File: src/hdl/stp_pkg.sv
// ----------------------------------------------------------------------------
// Stepper controller package
// Shared types and constants for the step/direction stepper controller.
// ----------------------------------------------------------------------------
`default_nettype none

package stp_pkg;

   localparam int VALUE_W     = 32;
   localparam int PERIOD_IN_W = 24;
   localparam int BACKLASH_W  = 12;
   localparam int STEPS_W     = 32;
   localparam int CSR_INDEX_W = 2;
   localparam int CSR_DATA_W  = 12;

   typedef enum logic [2:0] {
      OP_TICK           = 3'd0,
      OP_SET_SPEED      = 3'd1,
      OP_MOVE           = 3'd2,
      OP_RUN_STEPS      = 3'd3,
      OP_ROTATE         = 3'd4,
      OP_RESUME         = 3'd5,
      OP_RESET_POSITION = 3'd6
   } op_type;

   localparam logic [CSR_INDEX_W-1:0] CSR_RELATIVE_MODE    = 2'd0;
   localparam logic [CSR_INDEX_W-1:0] CSR_AUTO_POWER       = 2'd1;
   localparam logic [CSR_INDEX_W-1:0] CSR_INVERT_DIRECTION = 2'd2;
   localparam logic [CSR_INDEX_W-1:0] CSR_BACKLASH_STEPS   = 2'd3;

   typedef struct packed {
      logic                          relative_mode;
      logic                          auto_power;
      logic                          invert_direction;
      logic signed [BACKLASH_W-1:0]  backlash_steps;
   } cfg_type;

   typedef struct packed {
      op_type                        operation;
      logic signed [VALUE_W-1:0]     value;
      logic [PERIOD_IN_W-1:0]        period_ticks;
      logic                          direction;
   } item_type;

   typedef struct packed {
      logic                          step_pulse;
      logic                          direction_pin;
      logic                          enable_n;
      logic                          busy_res;
      logic                          done_res;
      logic signed [VALUE_W-1:0]     position;
   } result_type;

endpackage

`default_nettype wire

File: src/hdl/stp_cfg.sv
// ----------------------------------------------------------------------------
// Stepper controller configuration registers
// Holds the mode bits and the backlash setting written through the CSR port.
// ----------------------------------------------------------------------------
`default_nettype none

module stp_cfg (
   input  wire logic                              clock,
   input  wire logic                              reset,
   input  wire logic                              csr_write,
   input  wire logic [stp_pkg::CSR_INDEX_W-1:0]   csr_index,
   input  wire logic [stp_pkg::CSR_DATA_W-1:0]    csr_wdata,
   output stp_pkg::cfg_type                       cfg
);

   stp_pkg::cfg_type cfg_ff;
   stp_pkg::cfg_type cfg_in;

   always_comb begin
      cfg_in = cfg_ff;
      if (csr_write) begin
         case (csr_index)
            stp_pkg::CSR_RELATIVE_MODE:    cfg_in.relative_mode    = csr_wdata[0];
            stp_pkg::CSR_AUTO_POWER:       cfg_in.auto_power       = csr_wdata[0];
            stp_pkg::CSR_INVERT_DIRECTION: cfg_in.invert_direction = csr_wdata[0];
            stp_pkg::CSR_BACKLASH_STEPS:   cfg_in.backlash_steps   =
               csr_wdata[stp_pkg::BACKLASH_W-1:0];
            default: cfg_in = cfg_ff;
         endcase
      end
   end

   always_ff @(posedge clock) begin
      if (reset) begin
         cfg_ff <= '0;
      end else begin
         cfg_ff <= cfg_in;
      end
   end

   assign cfg = cfg_ff;

endmodule

`default_nettype wire

File: src/hdl/stp_move.sv
// ----------------------------------------------------------------------------
// Stepper controller move planner
// Works out the target, direction and step count of a move command.
// ----------------------------------------------------------------------------
`default_nettype none

module stp_move #(
   parameter int POSITION_BITS = 32
) (
   input  wire logic                                   relative_mode,
   input  wire logic signed [stp_pkg::BACKLASH_W-1:0]  backlash_steps,
   input  wire logic signed [stp_pkg::VALUE_W-1:0]     value,
   input  wire logic signed [POSITION_BITS-1:0]        last_commanded,
   input  wire logic signed [POSITION_BITS-1:0]        current_position,
   input  wire logic                                   moving_forward,
   output logic                                        ignore,
   output logic signed [POSITION_BITS-1:0]             target,
   output logic                                        forward_next,
   output logic [stp_pkg::STEPS_W-1:0]                 distance
);

   localparam int VW = (POSITION_BITS > stp_pkg::VALUE_W) ? POSITION_BITS : stp_pkg::VALUE_W;
   localparam int GW = POSITION_BITS + 1;
   localparam int DW = (GW + 1 > stp_pkg::STEPS_W + 1) ? GW + 1 : stp_pkg::STEPS_W + 1;

   logic signed [VW-1:0]            value_ext;
   logic signed [POSITION_BITS-1:0] rel_target;
   logic signed [GW-1:0]            goal_raw;
   logic signed [GW-1:0]            goal;
   logic signed [DW-1:0]            diff;
   logic [DW-1:0]                   magnitude;

   assign value_ext  = VW'(value);
   assign rel_target = last_commanded + value_ext[POSITION_BITS-1:0];
   assign ignore     = relative_mode && (value == '0);
   assign target     = relative_mode ? rel_target : value_ext[POSITION_BITS-1:0];

   always_comb begin
      if (target > last_commanded) begin
         forward_next = 1'b1;
      end else if (target < last_commanded) begin
         forward_next = 1'b0;
      end else begin
         forward_next = moving_forward;
      end
   end

   // The goal saturates at the signed range of the position, but only when POSITION_BITS is 64 or more.
   always_comb begin
      goal_raw = forward_next ? GW'(target) + GW'(backlash_steps) : GW'(target);
      goal     = goal_raw;
      if ((GW > 64) && (goal_raw[GW-1] != goal_raw[GW-2])) begin
         goal = {{2{goal_raw[GW-1]}}, {(GW-2){~goal_raw[GW-1]}}};
      end
   end

   assign diff      = DW'(goal) - DW'(current_position);
   assign magnitude = diff[DW-1] ? DW'(-diff) : DW'(diff);
   assign distance  = (magnitude[DW-1:stp_pkg::STEPS_W] != '0) ? '1
                                                               : magnitude[stp_pkg::STEPS_W-1:0];

endmodule

`default_nettype wire

File: src/hdl/stp_core.sv
// ----------------------------------------------------------------------------
// Stepper controller motion core
// Holds the motion state and applies one tick or command per beat.
// ----------------------------------------------------------------------------
`default_nettype none

module stp_core #(
   parameter int POSITION_BITS = 32,
   parameter int PERIOD_BITS   = 24
) (
   input  wire logic                 clock,
   input  wire logic                 reset,
   input  wire logic                 advance,
   input  stp_pkg::item_type         item,
   input  stp_pkg::cfg_type          cfg,
   output stp_pkg::result_type       result
);

   localparam int PW = (PERIOD_BITS > stp_pkg::PERIOD_IN_W) ? PERIOD_BITS : stp_pkg::PERIOD_IN_W;
   localparam int OW = (POSITION_BITS > stp_pkg::VALUE_W) ? POSITION_BITS : stp_pkg::VALUE_W;
   localparam int VW_POS = OW;

   logic signed [POSITION_BITS-1:0] current_position_ff, current_position_in;
   logic signed [POSITION_BITS-1:0] last_commanded_ff, last_commanded_in;
   logic [stp_pkg::STEPS_W-1:0]     remaining_steps_ff, remaining_steps_in;
   logic [PERIOD_BITS-1:0]          step_period_ff, step_period_in;
   logic [PERIOD_BITS-1:0]          elapsed_ticks_ff, elapsed_ticks_in;
   logic                            moving_forward_ff, moving_forward_in;
   logic                            ready_flag_ff, ready_flag_in;
   logic                            stopped_flag_ff, stopped_flag_in;
   logic                            driver_enabled_ff, driver_enabled_in;

   logic [PW-1:0]                   period_wide;
   logic [PERIOD_BITS-1:0]          period;
   logic [PERIOD_BITS-1:0]          elapsed_next;
   logic signed [VW_POS-1:0]        value_ext;
   logic signed [OW-1:0]            position_wide;
   logic                            stepped;
   logic                            busy;

   logic                            move_ignore;
   logic signed [POSITION_BITS-1:0] move_target;
   logic                            move_forward;
   logic [stp_pkg::STEPS_W-1:0]     move_distance;

   stp_move #(
      .POSITION_BITS (POSITION_BITS)
   ) u_move (
      .relative_mode    (cfg.relative_mode),
      .backlash_steps   (cfg.backlash_steps),
      .value            (item.value),
      .last_commanded   (last_commanded_ff),
      .current_position (current_position_ff),
      .moving_forward   (moving_forward_ff),
      .ignore           (move_ignore),
      .target           (move_target),
      .forward_next     (move_forward),
      .distance         (move_distance)
   );

   assign period_wide  = PW'(item.period_ticks);
   assign period       = period_wide[PERIOD_BITS-1:0];
   assign value_ext    = VW_POS'(item.value);
   assign elapsed_next = (elapsed_ticks_ff == {PERIOD_BITS{1'b1}})
                         ? elapsed_ticks_ff : elapsed_ticks_ff + PERIOD_BITS'(1);

   always_comb begin
      current_position_in = current_position_ff;
      last_commanded_in   = last_commanded_ff;
      remaining_steps_in  = remaining_steps_ff;
      step_period_in      = step_period_ff;
      elapsed_ticks_in    = elapsed_ticks_ff;
      moving_forward_in   = moving_forward_ff;
      ready_flag_in       = ready_flag_ff;
      stopped_flag_in     = stopped_flag_ff;
      driver_enabled_in   = driver_enabled_ff;
      stepped             = 1'b0;
      busy                = 1'b0;
      case (item.operation)
         stp_pkg::OP_TICK: begin
            elapsed_ticks_in = elapsed_next;
            busy = !(ready_flag_ff || stopped_flag_ff);
            if (busy && (elapsed_next >= step_period_ff)) begin
               stepped          = 1'b1;
               elapsed_ticks_in = '0;
               if (cfg.auto_power) begin
                  driver_enabled_in = 1'b1;
               end
               current_position_in = current_position_ff +
                  (moving_forward_ff ? POSITION_BITS'(1) : {POSITION_BITS{1'b1}});
               if (remaining_steps_ff != '0) begin
                  remaining_steps_in = remaining_steps_ff - stp_pkg::STEPS_W'(1);
                  if (remaining_steps_ff == stp_pkg::STEPS_W'(1)) begin
                     ready_flag_in = 1'b1;
                     if (cfg.auto_power) begin
                        driver_enabled_in = 1'b0;
                     end
                  end
               end
            end
         end
         stp_pkg::OP_SET_SPEED: begin
            if (period == '0) begin
               stopped_flag_in = 1'b1;
               if (cfg.auto_power) begin
                  driver_enabled_in = 1'b0;
               end
            end else begin
               moving_forward_in = item.direction;
               step_period_in    = period;
               stopped_flag_in   = 1'b0;
               if (cfg.auto_power && !ready_flag_ff) begin
                  driver_enabled_in = 1'b1;
               end
            end
         end
         stp_pkg::OP_MOVE: begin
            if (!move_ignore) begin
               last_commanded_in  = move_target;
               moving_forward_in  = move_forward;
               remaining_steps_in = move_distance;
               if (move_distance != '0) begin
                  ready_flag_in = 1'b0;
               end
            end
         end
         stp_pkg::OP_RUN_STEPS: begin
            remaining_steps_in = item.value;
            ready_flag_in      = 1'b0;
         end
         stp_pkg::OP_ROTATE: begin
            moving_forward_in = item.direction;
            ready_flag_in     = 1'b0;
         end
         stp_pkg::OP_RESUME: begin
            ready_flag_in = 1'b0;
         end
         stp_pkg::OP_RESET_POSITION: begin
            current_position_in = value_ext[POSITION_BITS-1:0];
            remaining_steps_in  = '0;
            ready_flag_in       = 1'b1;
         end
         default: begin
            busy = 1'b0;
         end
      endcase
   end

   always_ff @(posedge clock) begin
      if (reset) begin
         current_position_ff <= '0;
         last_commanded_ff   <= '0;
         remaining_steps_ff  <= '0;
         step_period_ff      <= '0;
         elapsed_ticks_ff    <= '0;
         moving_forward_ff   <= 1'b1;
         ready_flag_ff       <= 1'b1;
         stopped_flag_ff     <= 1'b0;
         driver_enabled_ff   <= 1'b0;
      end else if (advance) begin
         current_position_ff <= current_position_in;
         last_commanded_ff   <= last_commanded_in;
         remaining_steps_ff  <= remaining_steps_in;
         step_period_ff      <= step_period_in;
         elapsed_ticks_ff    <= elapsed_ticks_in;
         moving_forward_ff   <= moving_forward_in;
         ready_flag_ff       <= ready_flag_in;
         stopped_flag_ff     <= stopped_flag_in;
         driver_enabled_ff   <= driver_enabled_in;
      end
   end

   assign position_wide        = OW'(current_position_in);
   assign result.step_pulse    = stepped;
   assign result.direction_pin = moving_forward_in ^ cfg.invert_direction;
   assign result.enable_n      = !driver_enabled_in;
   assign result.busy_res      = busy;
   assign result.done_res      = ready_flag_in;
   assign result.position      = position_wide[stp_pkg::VALUE_W-1:0];

   a_step_only_on_tick: assert property (@(posedge clock) disable iff (reset)
      stepped |-> (item.operation == stp_pkg::OP_TICK))
      else $error("step issued by a command beat");

   a_step_clears_elapsed: assert property (@(posedge clock) disable iff (reset)
      (advance && stepped) |=> (elapsed_ticks_ff == '0))
      else $error("elapsed counter not cleared after a step");

   a_last_step_sets_ready: assert property (@(posedge clock) disable iff (reset)
      (advance && stepped && (remaining_steps_ff == stp_pkg::STEPS_W'(1))) |=> ready_flag_ff)
      else $error("counted move finished without setting ready");

   a_hold_state: assert property (@(posedge clock) disable iff (reset)
      !advance |=> ($stable(current_position_ff) && $stable(remaining_steps_ff)
                    && $stable(ready_flag_ff)))
      else $error("motion state changed without a beat");

endmodule

`default_nettype wire

File: src/hdl/stepper_step_dir_controller.sv
// ----------------------------------------------------------------------------
// Step/direction stepper controller
// Turns a stream of microsecond ticks and motion commands into step,
// direction and driver enable outputs with position tracking.
// ----------------------------------------------------------------------------
// Each beat on the request channel is one tick or one command and yields
// exactly one response beat. The controller takes a new beat every clock
// while the response channel is not stalled. Each response passes through
// the input register and then the result register, with the whole state
// update done in a single pass between them. Configuration should be written
// only while no beat is in flight.
`default_nettype none

module stepper_step_dir_controller #(
   parameter int POSITION_BITS = 32,
   parameter int PERIOD_BITS   = 24
) (
   input  wire logic                                  clock,
   input  wire logic                                  reset,
   input  wire logic                                  csr_write,
   input  wire logic [stp_pkg::CSR_INDEX_W-1:0]       csr_index,
   input  wire logic [stp_pkg::CSR_DATA_W-1:0]        csr_wdata,
   input  wire logic                                  req_valid,
   output logic                                       req_stall,
   input  wire logic [2:0]                            req_operation,
   input  wire logic signed [stp_pkg::VALUE_W-1:0]    req_value,
   input  wire logic [stp_pkg::PERIOD_IN_W-1:0]       req_period_ticks,
   input  wire logic                                  req_direction,
   output logic                                       rsp_valid,
   input  wire logic                                  rsp_stall,
   output logic                                       rsp_step_pulse,
   output logic                                       rsp_direction_pin,
   output logic                                       rsp_enable_n,
   output logic                                       rsp_busy_res,
   output logic                                       rsp_done_res,
   output logic signed [stp_pkg::VALUE_W-1:0]         rsp_position
);

   stp_pkg::cfg_type    cfg;
   stp_pkg::item_type   item_ff;
   stp_pkg::result_type result;
   stp_pkg::result_type rsp_ff;
   logic                item_valid_ff;
   logic                rsp_valid_ff;
   logic                out_hold;
   logic                advance;

   stp_cfg u_cfg (
      .clock     (clock),
      .reset     (reset),
      .csr_write (csr_write),
      .csr_index (csr_index),
      .csr_wdata (csr_wdata),
      .cfg       (cfg)
   );

   assign out_hold  = rsp_valid_ff && rsp_stall;
   assign req_stall = item_valid_ff && out_hold;
   assign advance   = item_valid_ff && !out_hold;

   always_ff @(posedge clock) begin
      if (reset) begin
         item_valid_ff <= 1'b0;
      end else if (!req_stall) begin
         item_valid_ff <= req_valid;
      end
   end

   always_ff @(posedge clock) begin
      if (req_valid && !req_stall) begin
         item_ff.operation    <= stp_pkg::op_type'(req_operation);
         item_ff.value        <= req_value;
         item_ff.period_ticks <= req_period_ticks;
         item_ff.direction    <= req_direction;
      end
   end

   stp_core #(
      .POSITION_BITS (POSITION_BITS),
      .PERIOD_BITS   (PERIOD_BITS)
   ) u_core (
      .clock   (clock),
      .reset   (reset),
      .advance (advance),
      .item    (item_ff),
      .cfg     (cfg),
      .result  (result)
   );

   always_ff @(posedge clock) begin
      if (reset) begin
         rsp_valid_ff <= 1'b0;
      end else if (!out_hold) begin
         rsp_valid_ff <= item_valid_ff;
      end
   end

   always_ff @(posedge clock) begin
      if (advance) begin
         rsp_ff <= result;
      end
   end

   assign rsp_valid         = rsp_valid_ff;
   assign rsp_step_pulse    = rsp_ff.step_pulse;
   assign rsp_direction_pin = rsp_ff.direction_pin;
   assign rsp_enable_n      = rsp_ff.enable_n;
   assign rsp_busy_res      = rsp_ff.busy_res;
   assign rsp_done_res      = rsp_ff.done_res;
   assign rsp_position      = rsp_ff.position;

endmodule

`default_nettype wire
File: config.mk
export PLATFORM = sky130hd
export DESIGN_NAME = stepper_step_dir_controller
export DESIGN_NICKNAME = d
export VERILOG_FILES = /design/src/hdl/stp_pkg.sv /design/src/hdl/stp_cfg.sv /design/src/hdl/stp_move.sv /design/src/hdl/stp_core.sv /design/src/hdl/stepper_step_dir_controller.sv
export SDC_FILE = /design/constraint.sdc
export NUM_CORES = 1
export LEC_CHECK = 0
export ABC_AREA = 1
export BUFFER_PORTS_ARGS = -buffer_cell sky130_fd_sc_hd__buf_2
export CAP_MARGIN = 20
export CORE_MARGIN = 1.5
export CORE_UTILIZATION = 55
export DETAILED_ROUTE_END_ITERATION = 6
export PLACE_DENSITY = 0.73
export SLEW_MARGIN = 30
export SYNTH_ARGS = -nofsm -noshare
export SYNTH_HDL_FRONTEND = slang
export SYNTH_SLANG_ARGS = --single-unit
File: constraint.sdc
create_clock -name clock -period 9.34 [get_ports clock]
set_clock_uncertainty 0.2 [all_clocks]
set_input_delay 1.868 -clock clock [delete_from_list [all_inputs] [get_ports clock]]
set_output_delay 1.868 -clock clock [all_outputs]
set_load 0.03 [all_outputs]
# Word-level counts from Yosys, hierarchy flattened
# Cells that the tools add are included.
[word_totals]
register_bits = 262
input_bits = 79
output_inout_bits = 39
wordCells = 118
[classes]
add_sub_neg = 7
n_lt_le_gt_ge = 3
eq_ne = 14
n_mux = 35
n_bitwise = 3
n_reduce_logical = 31
[op_table]
columns = ["cell", "count"]
rows = [
  ["$mux 32", 7],
  ["$pmux 32 s4", 1],
  ["$add 32x32->32", 2],
  ["$pmux 32 s2", 1],
  ["$reduce_bool 32->1", 2],
  ["$mux 24", 2],
  ["$mux 34", 1],
  ["$neg 34->34", 1],
  ["$sub 33x32->34", 1],
  ["$add 32x12->33", 1],
  ["$mux 33", 1],
  ["$eq 32x1->1 const B", 1],
  ["$gt 32x32->1", 1],
  ["$logic_not 32->1", 1],
  ["$lt 32x32->1", 1],
  ["$sub 32x1->32 const B", 1],
  ["$add 24x1->24 const B", 1],
  ["$eq 24x24->1 const B", 1],
  ["$ge 24x24->1", 1],
  ["$logic_not 24->1", 1],
  ["$mux 1", 19],
  ["$reduce_and 2->1", 6],
  ["$eq 3x3->1 const B", 3],
  ["$logic_and 1x1->1", 7],
  ["other kinds (20)", 29],
]

# Logic depth before layout (Yosys ltp)
# Gate-level depths: netlist (run 1).
[depth]
depth_word = 15
mapped_depth = 63
mapped_depth_nobuf = 61

# Cells and area by module
# From an unflattened synthesis (run 1), not the netlist that was laid out.
[hier_totals]
cells_unflattened = 3975
area_unflattened_um2 = 24822.6
[by_module_without_submodules]
columns = ["module", "instances", "cells_per_inst", "area_per_inst_um2", "seq_area_each_um2"]
rows = [
  ["stp_core", 1, 1943, 11659.9, 2962.8],
  ["stp_move", 1, 1823, 9517.9, 0.0],
  ["stepper_step_dir_controller", 1, 109, 3004.1, 2952.8],
  ["stp_cfg", 1, 100, 640.6, 300.3],
]

# Worst setup path before layout (run 1)
# No wires, ideal clock.
[synth_path]
path_kind = "flip-flop to flip-flop"
startpoint = "register, netlist name item_ff[27]"
endpoint = "register u_core.remaining_steps_ff[31] (netlist bit)"
setup_ns = 0.115
arrival_time_ns = 6.833
slack_ns = 2.192
stages_incl_launch_ff = 57
n_path_buf = 4
synth_period_minus_slack_ns = 7.148
path_cell_list = "edfxtp_1 > ha_1 > nand2_1 > nand3_1 > inv_1 > nor2_1 > nor2_1 > inv_1 > a21oi_1 > nor3_1 > nor2_1 > o21bai_1 > nand2_1 > nand2_1 > nand2_1 > o211ai_1 > or2_2 > nand3_1 > [... 21 more ...] > nand2_1 > nand2_2 > nor2_1 > nand3_2 > nor2_4 > nand3_2 > nor2_2 > nand2_1 > nand2_2 > nand2_2 > clkinv_1 > nand2_1 > nand2_2 > nand3_4 > inv_4 > buf_6 > a21oi_1 > o21a_1"
[synth_between]
elab_chain_cells = 13
elab_cells_between_ends = 19
cone_classes = "add/sub (4); order compare (2); eq/ne (1); mux (8); reduce/logical (4)"
[synth_rtl]
columns = ["item", "line", "source"]
rows = [
  ["$add 32x32->32 (*)", "stp_move.sv:34", "assign rel_target = last_commanded + value_ext[POSITION_BITS-1:0];"],
  ["$mux 32 (*)", "stp_move.sv:36", "assign target = relative_mode ? rel_target : value_ext[POSITION_BITS-1:0];"],
  ["via u_core.move_target[29]", "stp_core.sv:42", "logic signed [POSITION_BITS-1:0] move_target;"],
  ["$lt 32x32->1", "stp_move.sv:41", "end else if (target < last_commanded) begin"],
  ["$mux 1", "stp_move.sv:41", ""],
  ["$mux 1", "stp_move.sv:39", "if (target > last_commanded) begin"],
  ["$mux 33 (*)", "stp_move.sv:50", "goal_raw = forward_next ? GW'(target) + GW'(backlash_steps) : GW'(target);"],
  ["$sub 33x32->34 (*)", "stp_move.sv:57", "assign diff = DW'(goal) - DW'(current_position);"],
  ["$neg 34->34", "stp_move.sv:58", "assign magnitude = diff[DW-1] ? DW'(-diff) : DW'(diff);"],
  ["$mux 34 (*)", "stp_move.sv:58", ""],
  ["$reduce_bool 2->1", "stp_move.sv:59", "assign distance = (magnitude[DW-1:stp_pkg::STEPS_W] != '0) ? '1"],
  ["$mux 32 (*)", "stp_move.sv:59", ""],
  ["$mux 32 (*)", "stp_core.sv:118", "if (!move_ignore) begin"],
  ["$pmux 32 s4 (*)", "stp_core.sv:79", "case (item.operation)"],
  ["end signal, assigned", "stp_core.sv:163", "remaining_steps_ff <= remaining_steps_in;"],
  ["end, declared", "stp_core.sv:25", "logic [stp_pkg::STEPS_W-1:0] remaining_steps_ff, remaining_steps_in;"],
]
# The timed path passes the listed nets; every way through them passes the cells marked *. The select of a mux whose other input is x is not followed.
# A chain may end at the register's enable or synchronous reset.

# Final worst setup path (run 1)
[layout_path]
startpoint = "register, netlist name item_ff[27]"
endpoint = "register u_core.remaining_steps_ff[4] (netlist bit)"
[layout_between]
elab_chain_cells = 13
elab_cells_between_ends = 19
cone_classes = "add/sub (4); order compare (2); eq/ne (1); mux (8); reduce/logical (4)"
[layout_rtl]
columns = ["item", "line"]
rows = [
  ["$add 32x32->32 (*)", "stp_move.sv:34"],
  ["$mux 32 (*)", "stp_move.sv:36"],
  ["via u_core.move_target[29]", "stp_core.sv:42"],
  ["$lt 32x32->1", "stp_move.sv:41"],
  ["$mux 1", "stp_move.sv:41"],
  ["$mux 1", "stp_move.sv:39"],
  ["$mux 33 (*)", "stp_move.sv:50"],
  ["$sub 33x32->34 (*)", "stp_move.sv:57"],
  ["$neg 34->34", "stp_move.sv:58"],
  ["$mux 34 (*)", "stp_move.sv:58"],
  ["$reduce_bool 2->1", "stp_move.sv:59"],
  ["$mux 32 (*)", "stp_move.sv:59"],
  ["$mux 32 (*)", "stp_core.sv:118"],
  ["$pmux 32 s4 (*)", "stp_core.sv:79"],
]
# Marks and branches as above.

==> impl_metrics.tcl, run 1 <==
set metrics [dict create \
    vias_per_cell 5.90 \
    max_slew_margin_pct 34.4 \
    syn_area_um2 22000 \
    die_x_um 203 \
    synth_edf_count 97 \
    wl_per_cell_um 20.2 \
    cap_violations 0 \
    first_iter_violations 2540 \
    nets 3680 \
    max_freq_ghz 0.114 \
    holdPathEnd "u_cfg.cfg[9]$_SDFFE_PP0P_" \
    drcViolationCount 0 \
    antenna_found_initial 5 \
    io_buffers 117 \
    hold_depth 2 \
    pin_count 118 \
    cp_top_family "simple AND/OR/NAND/NOR gates" \
    async_flop_share_pct 0 \
    clk_pin_slew_ns 0.06 \
    slowest_delay_ns 0.51 \
    overflow 0 \
    pre_cts_ws_ns 0.493 \
    routabilityCongestion 1.04 \
    placementRows 73 \
    cts_max_path_buffers 3 \
    finalSetupViolations 0 \
    synth-seq-area-share_pct 28.2 \
    rsz0062_at_grt "false" \
    critPathBufInv 7 \
    cts_root_buf "clkbuf_16" \
    area_growth_pct 10.8 \
    detail-route-antenna-nets 0 \
    ys_types 57 \
    insertion_delay_ns 0.62 \
    dr.pass1.iters 6 \
    setup_tns_ns 0 \
    synth_nets 3575 \
    min_from "u_cfg.cfg[9]$_SDFFE_PP0P_" \
    cellPowerDensity_nw_per_um2 208 \
    start_kind "flip-flop" \
    htreeDepth 1 \
    ys.flop_type "dfxtp_1" \
    fin_crit_sh_pct 94.2 \
    r2r_slack_ns 0.54 \
    grt_pass1_wl_um 122000 \
    place_hpwl_um 62400 \
    hold_class "flip-flop to flip-flop" \
    cpMostUsedCell "nand2_1" \
    p_leak_uw 0.0113 \
    grt_pass1_vias 21700 \
    crit_slowest_cell "edfxtp_1" \
    cts_tree "built" \
    grtUsageTotal_pct 38.1 \
    totalWireLength_um 80000 \
    r2r-start "item_ff[27]$_DFFE_PP_" \
    required_ns 9.61 \
    worst_ir_drop_vdd_mv 0.171 \
    die_y_um 203 \
    finalHoldViolCount 0 \
    core_area_um2 39600 \
    status "complete, no violations" \
    end_kind "flip-flop" \
    cts.sinks 262 \
    grt_start_max_net_pins 66 \
    r2r-end "u_core.remaining_steps_ff[4]$_SDFFE_PP0P_" \
    worstSetupPathType "flip-flop to flip-flop" \
    worst_ep_arrival_time_ns 9.07 \
    maxSlewViolCount 0 \
    syn_area_per_cell_um2 6.66 \
    tightest_slew_ns 0.978 \
    setup_ws_ns 0.544 \
    cts_buffers 30 \
    fin_crit_ns 8.80 \
    reg2reg_depth 53 \
    drive_gt1_share_pct 8.62 \
    die-area_um2 41300 \
    ys_warn_count 0 \
    start_util_pct 55.6 \
    synth_cells 3306 \
    ys_ff_latch 262 \
    cts_hold_buf 0 \
    path_max_fanout 39 \
    num_vias 23400 \
]
report_power, final:
part | internal (uW) | total [uW] | switching (uW)
Combinational | 733 | 2470 | 1740
Sequential | 1250 | 1300 | 53.8
Clock | 780 | 1310 | 525
synth_stat cells (29+ instances only):
library cell	instances	area, um^2
a21oi_1	387	1940
clkbuf_1	74	278
dfxtp_1	165	3300
edfxtp_1	97	2910
ha_1	186	2330
inv_1	487	1830
nand2_1	737	2770
nand3_1	158	791
nand4_1	42	263
nor2_1	244	916
nor3_1	54	270
nor4_1	29	181
o21ai_0	282	1410
xnor2_1	42	368
xor2_1	57	499
cell families (layout without fill, tap and decap cells):
| group | Yosys count | in the layout | share of synthesized area, % |
|---|---|---|---|
| xor gates and xnor gates | 100 | 100 | 4.01 |
| muxes | 4 | 4 | 0.182 |
| adders and majority gates | 190 | 190 | 10.9 |
| DFF | 262 | 262 | 28.2 |
| other | 0 | 2 | 0 |
| and+or+nand+nor | 1325 | 1325 | 25.7 |
| buffers and inverters | 592 | 721 | 10.3 |
| AOI/OAI and AO/OA | 833 | 833 | 20.7 |
what timing repair did:
action                     in CTS  in global routing
setup endpoints to repair       0                 34
hold endpoints to repair        0                  0
resized for setup               0                 20
buffers inserted                0                  4
layout make-up:
cell class,count,area [um^2]
fillers,3778,15200
well taps,525,657
flip-flops and latches,262,6220
repair buffers,163,943
diodes,2,5.00
clock buffers,46,978
multi-input cells,2452,13600
clock inverters,10,128
inverters,502,1900
worst reg2reg max path, delay by kind of cell (launching register included):
| family | cells | cell delay (ns) |
|---|---|---|
| adder cells (fa/ha/maj) | 4 | 1.51 |
| buffers and inverters | 7 | 0.98 |
| AND/OR/NAND/NOR | 34 | 4.06 |
| AO/OA/AOI/OAI | 7 | 1.22 |
| flip-flops | 1 | 0.51 |
| XOR/XNOR | 1 | 0.18 |
state kept, by name, indices dropped and copies added (netlist names):
register and cells:
item_ff 60, rsp_position 32, u_core.current_position_ff 32, u_core.last_commanded_ff 32, u_core.remaining_steps_ff 32, u_core.elapsed_ticks_ff 24, u_core.step_period_ff 24, u_cfg.cfg 15
item_valid_ff 1, rsp_busy_res 1, rsp_direction_pin 1, rsp_done_res 1, rsp_enable_n 1, rsp_step_pulse 1, rsp_valid 1, u_core.driver_enabled_ff 1
u_core.moving_forward_ff 1, u_core.ready_flag_ff 1, u_core.stopped_flag_ff 1
worst max path at each step:
stage,from,to,slack (ns),depth (start not counted)
detailed placement,item_ff[27]$_DFFE_PP_,u_core.remaining_steps_ff[19]$_SDFFE_PP0P_,0.49,54
global route,item_ff[27]$_DFFE_PP_,u_core.ready_flag_ff$_SDFFE_PP1P_,0.004,58
floorplan,item_ff[27]$_DFFE_PP_,u_core.remaining_steps_ff[31]$_SDFFE_PP0P_,2.19,56
finish,item_ff[27]$_DFFE_PP_,u_core.remaining_steps_ff[4]$_SDFFE_PP0P_,0.54,53
global placement,item_ff[27]$_DFFE_PP_,u_core.ready_flag_ff$_SDFFE_PP1P_,0.61,54
CTS,item_ff[27]$_DFFE_PP_,u_core.remaining_steps_ff[19]$_SDFFE_PP0P_,0.37,54
per-layer routing:
| metal | GRT usage, % | up-vias | share of wire [%] | wire length, um |
|---|---|---|---|---|
| met5 | 0 | - | 0.068 | 54 |
| met2 | 59.1 | 1118 | 43 | 34500 |
| met1 | 50.4 | 10700 | 41 | 32800 |
| li1 | - | 11300 | - | - |
| met3 | 6.60 | 235 | 9.8 | 7870 |
| met4 | 20.8 | 8 | 5.9 | 4760 |
layout by cell type, fill, tap and decap left out, types with 7 or more instances in the layout:
cell / n
a21oi_1: 384
nand4_1: 42
nor4_1: 28
dfxtp_1: 164
xnor2_1: 42
or2_2: 14
nand3b_1: 9
nand2_1: 736
inv_2: 13
clkbuf_16: 36
o22ai_1: 11
edfxtp_1: 97
o21ai_0: 274
o21a_1: 16
nor3_1: 54
nand3_2: 7
nor2_1: 242
nand3_1: 158
ha_1: 186
a221oi_1: 8
o211ai_1: 14
o21ai_1: 25
xor2_1: 56
o21bai_1: 18
a31oi_1: 21
nand2_2: 19
inv_1: 483
a211oi_1: 14
buf_4: 45
o221ai_1: 15
buf_2: 117
stage by stage:
step	total power (uW)	hold WS, ns	instance area, um^2	std cells	util [%]
6_report	5080	0.255	24400	3962	61.5
5_1_grt	5380	0.275	24400	3961	61.5
4_1_cts	4980	0.258	24300	3956	61.3
3_5_place_dp	3680	0.246	23200	3900	58.5
3_3_place_gp	3660	0.246	23200	3900	58.5
2_1_floorplan	3000	0.228	22000	3306	-
Power figures use the tool's default switching activity.
==> run 2: changes to the inputs <==
--- a/config.mk
+++ b/config.mk
@@ -7,11 +7,13 @@
 export LEC_CHECK = 0
 export ABC_AREA = 1
 export BUFFER_PORTS_ARGS = -buffer_cell sky130_fd_sc_hd__buf_2
-export CAP_MARGIN = 20
+export CAP_MARGIN = 40
+export CELL_PAD_IN_SITES_DETAIL_PLACEMENT = 2
+export CELL_PAD_IN_SITES_GLOBAL_PLACEMENT = 2
 export CORE_MARGIN = 1.5
-export CORE_UTILIZATION = 55
+export CORE_UTILIZATION = 35
 export DETAILED_ROUTE_END_ITERATION = 6
-export PLACE_DENSITY = 0.73
+export PLACE_DENSITY_LB_ADDON = 0.1
 export SLEW_MARGIN = 30
 export SYNTH_ARGS = -nofsm -noshare
 export SYNTH_HDL_FRONTEND = slang
==> run 2 against run 1 <==
Non-clock buffer count rose by 40. Total power rose by 12%. Sequential power barely moved. Maximum frequency rose by 1.4%. Combinational power rose by 13%. Largest cell class unchanged. Largest power group unchanged. Highest routed layer unchanged.
==> impl_metrics.tcl, run 2 (synthesized netlist as in run 1, its figures left out) <==
set metrics [dict create \
    fin_crit_sh_pct 92.9 \
    cellPowerDensity_nw_per_um2 222 \
    cp_top_family "simple AND/OR/NAND/NOR gates" \
    tightest_slew_ns 0.954 \
    status "complete, no violations" \
    placementRows 91 \
    core_area_um2 61900 \
    pre_cts_ws_ns -0.0792 \
    die_x_um 254 \
    required_ns 9.62 \
    clockPowerShare_pct 27.9 \
    grt_pass1_wl_um 161000 \
    final_area_um2 25600 \
    cts_tree "built" \
    p_leak_uw 0.0117 \
    max_freq_ghz 0.115 \
    insertion_delay_ns 0.59 \
    start_util_pct 35.6 \
    drcViolationCount 0 \
    io_buffers 117 \
    cpMostUsedCell "nand2_1" \
    cap_violations 0 \
    grt_pass1_vias 26100 \
    totalWireLength_um 109000 \
    pwr-share-comb_pct 49.1 \
    routabilityCongestion 0.947 \
    detail-route-antenna-nets 0 \
    antenna_found_initial 4 \
    worstSetupPathType "flip-flop to flip-flop" \
    dr.pass1.iters 7 \
    holdPathEnd "u_core.step_period_ff[3]$_SDFFE_PP0P_" \
    maxSlewViolCount 0 \
    hold_depth 2 \
    first_iter_violations 1504 \
    pin_count 118 \
    setup_tns_ns 0 \
    finalSetupViolations 0 \
    nets 3727 \
    path_max_fanout 20 \
    largest_register_ffs 60 \
    hold_class "flip-flop to flip-flop" \
    critPathBufInv 8 \
    clk_pin_slew_ns 0.07 \
    cts.sinks 262 \
    regMostFlops "item_ff" \
    vias_per_cell 5.66 \
    finalHoldViolCount 0 \
    fin_crit_ns 8.67 \
    crit_slowest_cell "edfxtp_1" \
    num_vias 24500 \
    overflow 0 \
    reg2reg_depth 50 \
    htreeDepth 2 \
    wl_per_cell_um 25.2 \
    place_hpwl_um 85300 \
    worst_ep_arrival_time_ns 8.96 \
    slowest_delay_ns 0.47 \
    switching_share_pct 47.2 \
    layout_commonest_cell "nand2_1" \
    cts_root_buf "clkbuf_16" \
    grt_start_max_net_pins 84 \
    place_inst 4244 \
    drive_gt1_share_pct 10.8 \
    setup_ws_ns 0.666 \
    r2r-end "u_core.remaining_steps_ff[21]$_SDFFE_PP0P_" \
    grtUsageTotal_pct 33.0 \
    r2r-start "item_ff[26]$_DFFE_PP_" \
    start_kind "flip-flop" \
    power_frac_seq_pct 23.0 \
    min_from "u_core.step_period_ff[3]$_SDFFE_PP0P_" \
    layoutNonFillerInstCount 4325 \
    cts_max_path_buffers 3 \
    p_int_uw 3000 \
    layout_common_cells "nand2_1 (731), inv_1 (482), a21oi_1 (381), o21ai_0 (277), nor2_1 (236)" \
    cts_hold_buf 0 \
    die_y_um 254 \
    die-area_um2 64400 \
    r2r_slack_ns 0.67 \
    p_switching_uw 2680 \
    max_slew_margin_pct 36.4 \
    worst_ir_drop_vdd_mv 0.131 \
    placed_cell_area_um2 23900 \
    area_growth_pct 16.1 \
    cts_buffers 37 \
    end_kind "flip-flop" \
]
-- run 2: cell types whose count changed in the layout (fill, tap and decap cells not counted), moves of 5 or more --
cell and change:
ha_2 +6, nor2_1 -6, bufinv_16 +5, nand2_1 -5, buf_4 +26, nor2_2 +5
ha_1 -7
-- run 2: layout make-up --
class                      instances  area [um^2]
tap                              837         1050
antenna                            1         2.50
clock buffer                      46          980
inverter                         502         1900
fill                            7572        36400
sequential                       262         6220
multi-input combinational       2452        13700
clock inverter                    22          335
timing repair buffer             203         1370
-- run 2: metal layers --
metal	vias up	part of all wire [%]	global-route usage, %
met3	166	4.5	4.00
met1	12400	44	42.0
met5	-	0.019	0
li1	11400	-	-
met2	531	48	56.9
met4	4	4.0	12.6
-- run 2: how the worst max path moves through the flow --
stage | start | end | slack, ns | cells after the start
6_report | item_ff[26]$_DFFE_PP_ | u_core.remaining_steps_ff[21]$_SDFFE_PP0P_ | 0.67 | 50
5_1_grt | item_ff[26]$_DFFE_PP_ | u_core.remaining_steps_ff[21]$_SDFFE_PP0P_ | -0.07 | 53
4_1_cts | item_ff[27]$_DFFE_PP_ | u_core.remaining_steps_ff[25]$_SDFFE_PP0P_ | 0.1 | 54
3_5_place_dp | item_ff[27]$_DFFE_PP_ | u_core.remaining_steps_ff[25]$_SDFFE_PP0P_ | -0.08 | 54
3_3_place_gp | item_ff[28]$_DFFE_PP_ | u_core.remaining_steps_ff[8]$_SDFFE_PP0P_ | 0.06 | 47
2_1_floorplan | item_ff[27]$_DFFE_PP_ | u_core.remaining_steps_ff[31]$_SDFFE_PP0P_ | 2.19 | 56
-- run 2: repair_timing --
item | in CTS | in global routing
hold endpoints to repair | 0 | 0
setup buffers | 0 | 6
gates cloned | 0 | 1
pin swaps | 0 | 2
endpoints found under the setup margin | 31 | 34
resized for setup | 3 | 50
-- run 2: metrics by stage --
step / utilization, % / power [uW] / hold slack [ns]
floorplan: - / 3000 / 0.228
CTS: 40.7 / 5570 / 0.273
global placement: 38.5 / 3850 / 0.256
finish: 41.3 / 5680 / 0.279
global route: 41.3 / 5990 / 0.292
detailed placement: 38.6 / 3960 / 0.262
-- run 2: power by group through the flow --
stage	combinational, uW	clock (uW)	sequential (uW)
floorplan	1680	0	1320
global placement	2530	0	1330
detailed placement	2630	0	1330
CTS	2650	1610	1310
global route	3030	1650	1310
finish	2790	1590	1310
-- run 2: worst min-delay path, cell delays in order (launching register included) --
cell and delay (ns):
dfxtp_1 0.30, inv_1 0.07, a21oi_1 0.06
==> run 3: changes to the inputs <==
--- a/config.mk
+++ b/config.mk
@@ -8,7 +8,7 @@
 export ABC_AREA = 1
 export BUFFER_PORTS_ARGS = -buffer_cell sky130_fd_sc_hd__buf_2
 export CAP_MARGIN = 40
-export CELL_PAD_IN_SITES_DETAIL_PLACEMENT = 2
+export CELL_PAD_IN_SITES_DETAIL_PLACEMENT = 0
 export CELL_PAD_IN_SITES_GLOBAL_PLACEMENT = 2
 export CORE_MARGIN = 1.5
 export CORE_UTILIZATION = 35
==> run 3 against run 2 <==
Via count decreased by 5.6%. Register-to-register slack about the same. Combinational power is 7.9% lower. Non-clock buffer count decreased by 7. Global-route usage down 4.6 points. Largest cell class unchanged. Worst hold slack lost 0.017 ns. Cell count shrank 0.21%. Die area is the same. Maximum frequency down 0.12%. Sequential cell count is the same. Core utilization decreased by 0.58 points. Clock power down 9%.
==> impl_metrics.tcl, run 3 (synthesized netlist as in run 1, its figures left out) <==
set metrics [dict create \
    vias_per_cell 5.35 \
    nFillCells 6739 \
    status "complete, no violations" \
    cellPowerDensity_nw_per_um2 211 \
    die_y_um 254 \
    required_ns 9.64 \
    p_int_uw 2860 \
    pre_cts_ws_ns 0.136 \
    power_frac_seq_pct 24.5 \
    place_hpwl_um 73800 \
    pwr-share-comb_pct 48.3 \
    insertion_delay_ns 0.57 \
    nets 3719 \
    io_buffers 117 \
    dr.pass1.iters 5 \
    path_max_fanout 39 \
    htreeDepth 2 \
    slowest_delay_ns 0.44 \
    finalSetupViolations 0 \
    max_freq_ghz 0.115 \
    fin_crit_sh_pct 93.0 \
    wl_per_cell_um 21.6 \
    layout_commonest_cell "nand2_1" \
    cap_violations 0 \
    layout_common_cells "nand2_1 (735), inv_1 (483), a21oi_1 (384), o21ai_0 (277), nor2_1 (243)" \
    num_vias 23100 \
    setup_tns_ns 0 \
    fin_crit_ns 8.68 \
    reg2reg_depth 53 \
    core_area_um2 61900 \
    area_growth_pct 14.5 \
    r2r_slack_ns 0.66 \
    end_kind "flip-flop" \
    antenna_found_initial 2 \
    maxSlewViolCount 0 \
    fin_util_pct 40.7 \
    tightest_slew_ns 0.888 \
    cts_hold_buf 0 \
    r2r-start "item_ff[27]$_DFFE_PP_" \
    crit_slowest_cell "edfxtp_1" \
    placementRows 91 \
    grt_start_max_net_pins 84 \
    hold_depth 2 \
    cpMostUsedCell "nand2_1" \
    holdPathEnd "u_core.step_period_ff[1]$_SDFFE_PP0P_" \
    placed_cell_area_um2 23900 \
    worst_ep_arrival_time_ns 8.99 \
    die_x_um 254 \
    max_slew_margin_pct 40.5 \
    drive_gt1_share_pct 9.66 \
    min_from "u_core.step_period_ff[1]$_SDFFE_PP0P_" \
    cts_max_path_buffers 3 \
    detail-route-antenna-nets 0 \
    first_iter_violations 1738 \
    start_kind "flip-flop" \
    setup_ws_ns 0.655 \
    grt_pass1_vias 21400 \
    grtUsageTotal_pct 28.5 \
    worstSetupPathType "flip-flop to flip-flop" \
    die-area_um2 64400 \
    cts.sinks 262 \
    switching_share_pct 46.2 \
    hold_class "flip-flop to flip-flop" \
    routabilityCongestion 0.947 \
    start_util_pct 35.6 \
    p_switching_uw 2460 \
    largest_register_ffs 60 \
    clk_pin_slew_ns 0.06 \
    finalHoldViolCount 0 \
    total_power_uw 5320 \
    drcViolationCount 0 \
    p_leak_uw 0.0116 \
    clockPowerShare_pct 27.1 \
    final_area_um2 25200 \
    cts_tree "built" \
    cts_root_buf "clkbuf_16" \
    totalWireLength_um 93100 \
    worst_ir_drop_vdd_mv 0.110 \
    pin_count 118 \
    grt_pass1_wl_um 137000 \
    r2r-end "u_core.ready_flag_ff$_SDFFE_PP1P_" \
    regMostFlops "item_ff" \
    overflow 0 \
    cts_buffers 36 \
]
-- run 3: cell count changes in the layout (fill, tap and decap cells not counted), moves of 6 or more --
cell,previous run,this run
ha_1,179,186
ha_2,6,0
nor2_1,236,243
nor2_2,10,4
-- run 3: worst max path at each step --
stage                          start                                         end  slack (ns)  depth (start not counted)
2_1_floorplan  item_ff[27]$_DFFE_PP_  u_core.remaining_steps_ff[31]$_SDFFE_PP0P_        2.19                         56
3_3_place_gp   item_ff[28]$_DFFE_PP_   u_core.remaining_steps_ff[8]$_SDFFE_PP0P_        0.06                         47
3_5_place_dp   item_ff[27]$_DFFE_PP_  u_core.remaining_steps_ff[10]$_SDFFE_PP0P_        0.14                         53
4_1_cts        item_ff[27]$_DFFE_PP_  u_core.remaining_steps_ff[10]$_SDFFE_PP0P_        0.09                         53
5_1_grt        item_ff[27]$_DFFE_PP_  u_core.remaining_steps_ff[21]$_SDFFE_PP0P_       -0.01                         54
6_report       item_ff[27]$_DFFE_PP_           u_core.ready_flag_ff$_SDFFE_PP1P_        0.66                         53
-- run 3: per-stage QoR --
| stage | hold WS [ns] | cells |
|---|---|---|
| floorplan | 0.228 | 3306 |
| global placement | 0.256 | 4239 |
| detailed placement | 0.257 | 4244 |
| CTS | 0.264 | 4310 |
| global route | 0.283 | 4315 |
| finish | 0.262 | 4316 |
-- run 3: area by class of cell --
type                    instances  area (um^2)  share of cell area [%]
multi-input cells            2452        13600                    53.9
flip-flops and latches        262         6220                    24.7
inverters                     502         1890                    7.49
repair buffers                196         1260                    5.01
well taps                     837         1050                    4.15
clock buffers                  46          968                    3.84
clock inverters                20          230                   0.913
diodes                          1         2.50                 0.00993
-- run 3: timing repair --
action / 4_1_cts / 5_1_grt
endpoints found under the setup margin: 0 / 34
setup buffers: 0 / 2
resized for setup: 0 / 17
-- run 3: worst max-delay path: cells and delay by family (launching register included) --
kind / cells / cell delay, ns
DFF: 1 / 0.44
buffers and inverters: 5 / 0.65
xor gates and xnor gates: 2 / 0.48
muxes: 1 / 0.32
adders and majority gates: 3 / 1.12
AOI/OAI and AO/OA: 7 / 1.32
and+or+nand+nor: 35 / 4.04
-- run 3: power by group through the flow --
stage	Sequential [uW]	Combinational [uW]	Clock, uW
global route	1310	2850	1510
CTS	1300	2530	1480
global placement	1330	2530	0
detailed placement	1330	2520	0
finish	1300	2570	1440
floorplan	1320	1680	0
-- run 3: routing by layer --
metal / track usage, % / part of all wire (%) / vias up / wire, um
met5: 0 / 0 / - / 0
met4: 8.86 / 3.1 / 0 / 2900
met3: 2.83 / 5.0 / 113 / 4700
met2: 46.3 / 45 / 718 / 42200
met1: 39.6 / 47 / 10900 / 43300
li1: - / - / 11400 / -
